--- src/cwr_pkg.sv ---
package cwr_pkg;

	// Field widths of the block.
	localparam int CW        = 20;
	localparam int GW        = 15;
	localparam int GAIN_FRAC = 14;

	// Derived datapath widths.
	localparam int DW   = CW + 1;          // offset pos - centre
	localparam int PRW  = 2 * CW + 2;      // products, dot product, squared length
	localparam int MAGW = 2 * CW + 1;      // magnitude of the dot product
	localparam int LOW  = DW;              // low slice of the dot magnitude
	localparam int HIW  = MAGW - LOW;      // high slice of the dot magnitude
	localparam int PLW  = DW + LOW;
	localparam int PHW  = DW + HIW;
	localparam int NW   = 3 * CW + 1;      // numerator |d| * |v.d|
	localparam int RW   = NW + 1;          // divider remainder
	localparam int QW   = CW + 1;          // quotient bits (|p| < 2^CW)
	localparam int TW   = CW + 2;          // tangential part
	localparam int MW   = TW + GW + 1;     // gain products

	// Pipeline depth.
	localparam int FRONT_ST = 6;
	localparam int BACK_ST  = 3;
	localparam int NST      = FRONT_ST + QW + BACK_ST;

	// Configuration register map.
	localparam int IDXW = 2;
	localparam logic [IDXW-1:0] REG_CENTRE_X    = 2'd0;
	localparam logic [IDXW-1:0] REG_CENTRE_Y    = 2'd1;
	localparam logic [IDXW-1:0] REG_TANGENT_GAIN = 2'd2;
	localparam logic [IDXW-1:0] REG_NORMAL_GAIN  = 2'd3;
	localparam logic [GW-1:0]   GAIN_RESET      = GW'(1 << GAIN_FRAC);

	typedef struct packed {
		logic [CW-1:0] centre_x;
		logic [CW-1:0] centre_y;
		logic [GW-1:0] tgain;
		logic [GW-1:0] ngain;
	} cwr_cfg_t;

	// Front end to divider.
	typedef struct packed {
		logic [NW-1:0]         num_x;
		logic [NW-1:0]         num_y;
		logic [PRW-1:0]        dd;
		logic signed [CW-1:0]  vel_x;
		logic signed [CW-1:0]  vel_y;
		logic                  neg_x;
		logic                  neg_y;
		logic                  at;
	} cwr_num_t;

	// Divider to back end.
	typedef struct packed {
		logic [QW-1:0]         q_x;
		logic [QW-1:0]         q_y;
		logic signed [CW-1:0]  vel_x;
		logic signed [CW-1:0]  vel_y;
		logic                  neg_x;
		logic                  neg_y;
		logic                  at;
	} cwr_quo_t;

	typedef struct packed {
		logic signed [CW-1:0] new_vel_x;
		logic signed [CW-1:0] new_vel_y;
		logic                 at_centre;
		logic                 clipped;
	} cwr_res_t;

endpackage

--- src/cwr_back.sv ---
module cwr_back (
	input  logic              clk,
	input  logic              en,
	input  cwr_pkg::cwr_quo_t quo,
	input  cwr_pkg::cwr_cfg_t cfg,
	output cwr_pkg::cwr_res_t res
);
	import cwr_pkg::*;

	localparam logic signed [MW-1:0] SAT_HI   = (MW'(1) << (CW - 1)) - MW'(1);
	localparam logic signed [MW-1:0] SAT_LO   = ~SAT_HI;
	localparam logic signed [MW-1:0] GAIN_RND = (MW'(1) << GAIN_FRAC) - MW'(1);

	logic signed [QW-1:0] px_s1, py_s1;
	logic signed [TW-1:0] tx_s1, ty_s1;
	logic                 at_s1, at_s2;
	logic signed [MW-1:0] mtx_s2, mty_s2, mnx_s2, mny_s2;
	logic signed [MW-1:0] tg, ng;
	logic signed [QW-1:0] px, py;
	logic [CW:0]          sx, sy;
	cwr_res_t             res_s3;

	// Scale by the Q1.14 gain, truncating toward zero, and saturate.
	// The top bit of the result is the saturation flag.
	function automatic logic [CW:0] scale_sat(input logic signed [MW-1:0] r);
		logic signed [MW-1:0] rr;
		logic signed [MW-1:0] sh;
		rr = r[MW-1] ? r + GAIN_RND : r;
		sh = rr >>> GAIN_FRAC;
		if (sh > SAT_HI) begin
			scale_sat = {1'b1, SAT_HI[CW-1:0]};
		end else if (sh < SAT_LO) begin
			scale_sat = {1'b1, SAT_LO[CW-1:0]};
		end else begin
			scale_sat = {1'b0, sh[CW-1:0]};
		end
	endfunction

	// Signed normal part, zero when there is no normal.
	assign px = quo.at ? '0 : (quo.neg_x ? -quo.q_x : quo.q_x);
	assign py = quo.at ? '0 : (quo.neg_y ? -quo.q_y : quo.q_y);

	always_ff @(posedge clk) begin
		if (en) begin
			px_s1 <= px;
			py_s1 <= py;
			tx_s1 <= TW'(quo.vel_x) - TW'(px);
			ty_s1 <= TW'(quo.vel_y) - TW'(py);
			at_s1 <= quo.at;
		end
	end

	assign tg = MW'($signed({1'b0, cfg.tgain}));
	assign ng = MW'($signed({1'b0, cfg.ngain}));

	// Gain products.
	always_ff @(posedge clk) begin
		if (en) begin
			mtx_s2 <= MW'(tx_s1) * tg;
			mty_s2 <= MW'(ty_s1) * tg;
			mnx_s2 <= MW'(px_s1) * ng;
			mny_s2 <= MW'(py_s1) * ng;
			at_s2  <= at_s1;
		end
	end

	assign sx = scale_sat(mtx_s2 - mnx_s2);
	assign sy = scale_sat(mty_s2 - mny_s2);

	// Output register.
	always_ff @(posedge clk) begin
		if (en) begin
			res_s3.new_vel_x <= sx[CW-1:0];
			res_s3.new_vel_y <= sy[CW-1:0];
			res_s3.at_centre <= at_s2;
			res_s3.clipped   <= sx[CW] | sy[CW];
		end
	end

	assign res = res_s3;

endmodule

--- config.mk ---
export PLATFORM = sky130hd
export DESIGN_NAME = cwr_back
export DESIGN_NICKNAME = d
export VERILOG_FILES = /design/src/cwr_pkg.sv /design/src/cwr_back.sv
export SDC_FILE = /design/constraint.sdc
export NUM_CORES = 2
export LEC_CHECK = 0
export BUFFER_PORTS_ARGS = -buffer_cell sky130_fd_sc_hd__buf_2
export CORE_ASPECT_RATIO = 0.75
export CORE_UTILIZATION = 70
export CTS_BUF_LIST = sky130_fd_sc_hd__clkbuf_4 sky130_fd_sc_hd__clkbuf_8
export DETAILED_ROUTE_END_ITERATION = 8
export PLACE_DENSITY_LB_ADDON = 0.08
export SETUP_SLACK_MARGIN = 0.1
export SLEW_MARGIN = 20
export SYNTH_ARGS = -nofsm -noshare
export SYNTH_HDL_FRONTEND = slang
export SYNTH_SLANG_ARGS = --single-unit
--- constraint.sdc ---
create_clock -name clk -period 17.7 [get_ports clk]
set_input_delay 0.885 -clock clk [delete_from_list [all_inputs] [get_ports clk]]
set_output_delay 0.885 -clock clk [all_outputs]
set_load 0.005 [all_outputs]
# After elaboration in Yosys (flattened, before gate mapping)
# Index checks and enable logic that the tools add are counted.
[totals] out_inout_bits=42 register_bits=282 word_cells=41 input_bits=157
[op_classes] add_sub_neg=8 order_cmp=4 mux=10 n_mul=4 bitwise_logic=1
[op_table] cell="2-to-1 mux 21 bit" count=8
[op_table] cell="adder 38 x 15 -> 38 bit (second input constant)" count=2
[op_table] cell="multiplier 22 x 16 -> 38 bit" count=2
[op_table] cell="2-to-1 mux 38 bit" count=2
[op_table] cell="subtractor 38 bit" count=2
[op_table] cell="multiplier 21 x 16 -> 37 bit" count=2
[op_table] cell="> comparator 24 x 20 -> 1 bit (second input constant)" count=2
[op_table] cell="< comparator 24 x 20 -> 1 bit (second input constant)" count=2
[op_table] cell="subtractor 20 x 21 -> 22 bit" count=2
[op_table] cell="negation 21 bit" count=2
[op_table] cell="bitwise OR 1 bit" count=1

# Longest topological paths before layout
[depth] word_depth=7 ltp_mapped=29 mapped_depth_nobuf=27

# Worst setup path after synthesis
# Ideal clock, no wire load.
[synth_timing] kind="input port to flip-flop" start="input cfg[1] (netlist name)" end="register mny_s2[36] (data pin)" setup_slack_ns=10.129 stages=27 t_arrival_ns=7.311 setup_ns=0.260 required_time_ns=17.440 path_buffers=1 cell_sequence="clkbuf_1 -> nand2_1 -> fa_1 -> inv_1 -> fa_1 -> fa_1 -> inv_1 -> fa_1 -> inv_1 -> fa_1 -> inv_1 -> fa_1 -> inv_1 -> ha_1 -> a21o_1 -> a21o_1 -> a221o_1 -> nor2_1 -> o2111ai_1 -> a31oi_1 -> a211oi_1 -> o21a_1 -> o21a_1 -> or4_1 -> a31o_2 -> a21oi_1 -> xnor2_1"
[synth_via] elab_chain_len=1
[synth_lines] item="from (decl)" line_no="cwr_back.sv:5" rtl="input cwr_pkg::cwr_cfg_t cfg,"
[synth_lines] item="multiplier 21 x 16 -> 37 bit" line_no="cwr_back.sv:62" rtl="mny_s2 <= MW'(py_s1) * ng;"
[synth_lines] item="to (signal assigned)" line_no="cwr_back.sv:62"
[synth_lines] item="to (decl)" line_no="cwr_back.sv:17" rtl="logic signed [MW-1:0] mtx_s2, mty_s2, mnx_s2, mny_s2;"
# No other way between the ends.
# A chain may end at the register's enable or synchronous reset.

# Worst setup path in the final report
[layout_timing] start="input cfg[8] (netlist name)" end="register mny_s2[36] (data pin)"
# The elaborated chain is that of the path after synthesis.

==> reports/results.tsv <==
stage	metric	value	unit
outcome	outcome	finished clean	
placement	io_buffers	158	
timing	hold_violations	0	
clock_tree	root_buffer	clkbuf_8	
critical_path	start_kind	primary input	
clock_tree	cts.repair.resized	0	
logic_synthesis	synth_ff_type	edfxtp_1	
clock_tree	cts_sinks	280	
placement	dp_hpwl	125900	µm
placement	gp_congestion	0.9657	
routing	ant_nets	0	
logic_synthesis	synth_area	64400	µm²
clock_tree	ctsHoldBuffers	0	
clock_tree	cts_tree	done	
logic_synthesis	synth_edf_count	280	
cells_and_area	final_core_util	74.13	%
run	drv_cap	0	
clock_tree	post_cts_buffers	0	
logic_synthesis	ys_warn_count	0	
critical_path	path_max_fanout	42	
logic_synthesis	syn_area_per_cell	9.192	µm²
timing	fin_skew	61.94	ps
logic_synthesis	yosysUniqueCellTypes	93	
global_route	grt_overflow	0	
global_route	grt_pass1_wl	263900	µm
clock_tree	path_clk_slew	80	ps
routing	wl	160400	µm
timing	setup_viol	0	
timing	slew_headroom	21.33	%
timing	fin_crit_sh	46.31	%
timing	tns	0	ps
critical_path	required	18030	ps
routing	vias_per_cell	5.698	
logic_synthesis	seq_area_frac_synth	13.06	%
global_route	antenna_found_initial	11	
die	die_w	352.2	µm
cells_and_area	nets	8913	
clock_tree	clkLatencyLatePin	620	ps
timing	fin_crit	8197	ps
die	fp.dieH	264.7	µm
clock_tree	clockBufferDepth	3	
timing	finalMaxSlewViolations	0	
critical_path	cp_data_arrival_time	8530	ps
min_path	hold_class	flop to flop	
die	die-area	93230	µm²
clock_tree	cts_buffers	44	
critical_path	critPathKind	primary input to flop	
routing	drc	0	
die	rows	95	
global_route	grt_pass1_vias	49831	
timing	max_freq	122.0	MHz
cells_and_area	final_layout_size_suffix_gt1_share	5.125	%
cells_and_area	nFillCells	6750	
die	io_pins	199	
routing	post_drt_wl_per_cell	19.46	µm
routing	drtIter0Drc	3688	
routing	drt_first_pass_iters	5	
timing	rsz0062_at_grt	false	
clock_tree	cts_max_level	2	
logic_synthesis	syn_nets	8927	
global_route	grt_max_degree	164	
cells_and_area	area_growth	3.979	%
die	coreArea	90340	µm²
critical_path	critPathCaptureType	flop	
die	initial_core_util	71.29	%
logic_synthesis	async_flop_share	0	%
timing	tightest_slew	1180	ps
logic_synthesis	syn-instance-count	7006	
logic_synthesis	synth_seq_cells	280	
global_route	grt_use_total	36.10	%
routing	vias	46970	
[synthesized netlist by cell type, types with 5 or more instances]
| library cell | instances | area (µm²) |
|---|---|---|
| a2111oi_0 | 8 | 70.07 |
| a211o_1 | 10 | 87.58 |
| a211oi_1 | 25 | 187.7 |
| a21boi_0 | 18 | 135.1 |
| a21o_1 | 88 | 660.6 |
| a21oi_1 | 192 | 960.9 |
| a21oi_2 | 5 | 43.79 |
| a31o_2 | 8 | 70.07 |
| a31oi_1 | 17 | 106.4 |
| and2_1 | 509 | 3184 |
| and3_1 | 19 | 118.9 |
| clkbuf_1 | 241 | 904.6 |
| edfxtp_1 | 280 | 8408 |
| fa_1 | 1274 | 25500 |
| ha_1 | 490 | 6131 |
| inv_1 | 1717 | 6445 |
| mux2i_1 | 5 | 50.05 |
| nand2_1 | 938 | 3521 |
| nand2b_1 | 43 | 269.0 |
| nand3_1 | 74 | 370.4 |
| nand4_1 | 21 | 131.4 |
| nor2_1 | 168 | 630.6 |
| nor2b_1 | 29 | 181.4 |
| nor3_1 | 65 | 325.3 |
| nor4_1 | 9 | 56.30 |
| o2111ai_1 | 11 | 96.34 |
| o211ai_1 | 14 | 105.1 |
| o21a_1 | 37 | 277.8 |
| o21ai_0 | 117 | 585.6 |
| o21ai_1 | 16 | 80.08 |
| o21bai_1 | 34 | 255.2 |
| o22ai_1 | 8 | 50.05 |
| o31a_1 | 5 | 43.79 |
| o31ai_1 | 21 | 157.7 |
| o41ai_1 | 12 | 105.1 |
| or2_2 | 48 | 300.3 |
| or3_1 | 21 | 131.4 |
| or4_1 | 6 | 45.04 |
| xnor2_1 | 194 | 1699 |
| xor2_1 | 115 | 1007 |
[per-stage QoR]
| step | setup slack (ps) | std cells | hold slack [ps] | instance area, µm² |
|---|---|---|---|---|
| after floorplan | 10130 | 7006 | 400.3 | 64400 |
| after global placement | 9091 | 8158 | 403.3 | 66010 |
| after detailed placement | 8979 | 8158 | 413.6 | 66010 |
| after CTS | 9582 | 8237 | 423.0 | 66950 |
| after global routing | 8973 | 8237 | 435.3 | 66950 |
| final | 9503 | 8243 | 426.1 | 66960 |
[kinds of logic (layout without fill, tap and decap cells)]
logic type      count (synthesis)  count (layout)  share of synthesized area, %
simple gates                 1971            1971                         14.67
buf+inv                      1971            1990                         11.55
fa+ha+maj                    1764            1764                         49.12
compound gates                703             703                         7.243
xor+xnor                      309             309                         4.202
flops                         280             280                         13.06
mux                             8               8                        0.1535
other cells                     0               6                             0
[worst paths after layout]
kind                            startpoint         end  slack (ps)  depth (start not counted)
worst max-delay path                cfg[8]  mny_s2[36]        9500                         27
worst min-delay path                 at_s1       at_s2         430                          0
worst max register to register   tx_s1[11]  mtx_s2[36]        9720                         24
worst min register to register       at_s1       at_s2         430                          0
[metal layers]
layer  global-route usage [%]  up-vias  share of wire [%]  wire, µm
li1                         -    21193                  -         -
met1                    52.40    23373                 42     67270
met2                    56.84     2117                 45     72810
met3                    6.919      279                 10     16370
met4                    8.155        8                2.4      3874
met5                        0        -              0.029        47
[area by class of cell]
class | instances | area (µm²) | area share [%]
Tap cell | 1212 | 1516 | 2.265
Multi-Input combinational cell | 4755 | 48560 | 72.52
Clock buffer | 52 | 678.2 | 1.013
Antenna cell | 6 | 15.01 | 0.02242
Timing Repair Buffer | 194 | 1084 | 1.618
Sequential cell | 280 | 8408 | 12.56
Clock inverter | 27 | 255.2 | 0.3812
Inverter | 1717 | 6445 | 9.625
[state kept, by name (all words and copies together) (netlist names)]
name	cells
res	42
mtx_s2	38
mty_s2	38
mnx_s2	37
mny_s2	37
tx_s1	22
ty_s1	22
px_s1	21
py_s1	21
at_s1	1
at_s2	1
[critical path, cell delays in order]
cell and delay, ps:
buf_2 850, nand2_1 180, fa_1 530, fa_1 520, inv_1 60, fa_1 530, inv_1 50, fa_1 480
inv_1 50, fa_1 470, inv_1 50, fa_1 490, inv_1 50, ha_1 350, a21o_1 190, a21o_1 170
a221o_1 370, nor2_1 150, o2111ai_1 210, a31oi_1 360, a211oi_1 170, o21a_1 210, o21a_1 190, or4_1 450
a31o_2 260, a21oi_1 170, xnor2_1 80
[cells in the final DEF, fill, tap and decap left out, types with 14 or more instances in the layout]
master,netlist,routed
a211oi_1,25,25
a21boi_0,18,18
a21o_1,88,88
a21oi_1,192,192
a31oi_1,17,17
and2_1,509,509
and3_1,19,19
buf_2,4,157
buf_4,4,35
clkbuf_8,0,46
clkinv_2,0,14
edfxtp_1,280,280
fa_1,1274,1274
ha_1,490,490
inv_1,1717,1717
nand2_1,938,938
nand2b_1,43,43
nand3_1,74,74
nand4_1,21,21
nor2_1,168,168
nor2b_1,29,29
nor3_1,65,65
o211ai_1,14,14
o21a_1,37,37
o21ai_0,117,117
o21ai_1,16,16
o21bai_1,34,34
o31ai_1,21,21
or2_2,48,48
or3_1,21,21
xnor2_1,194,194
xor2_1,115,115
Power is not shown: default switching activity piles up to over one toggle a cycle in this logic, so the estimate is an artifact.
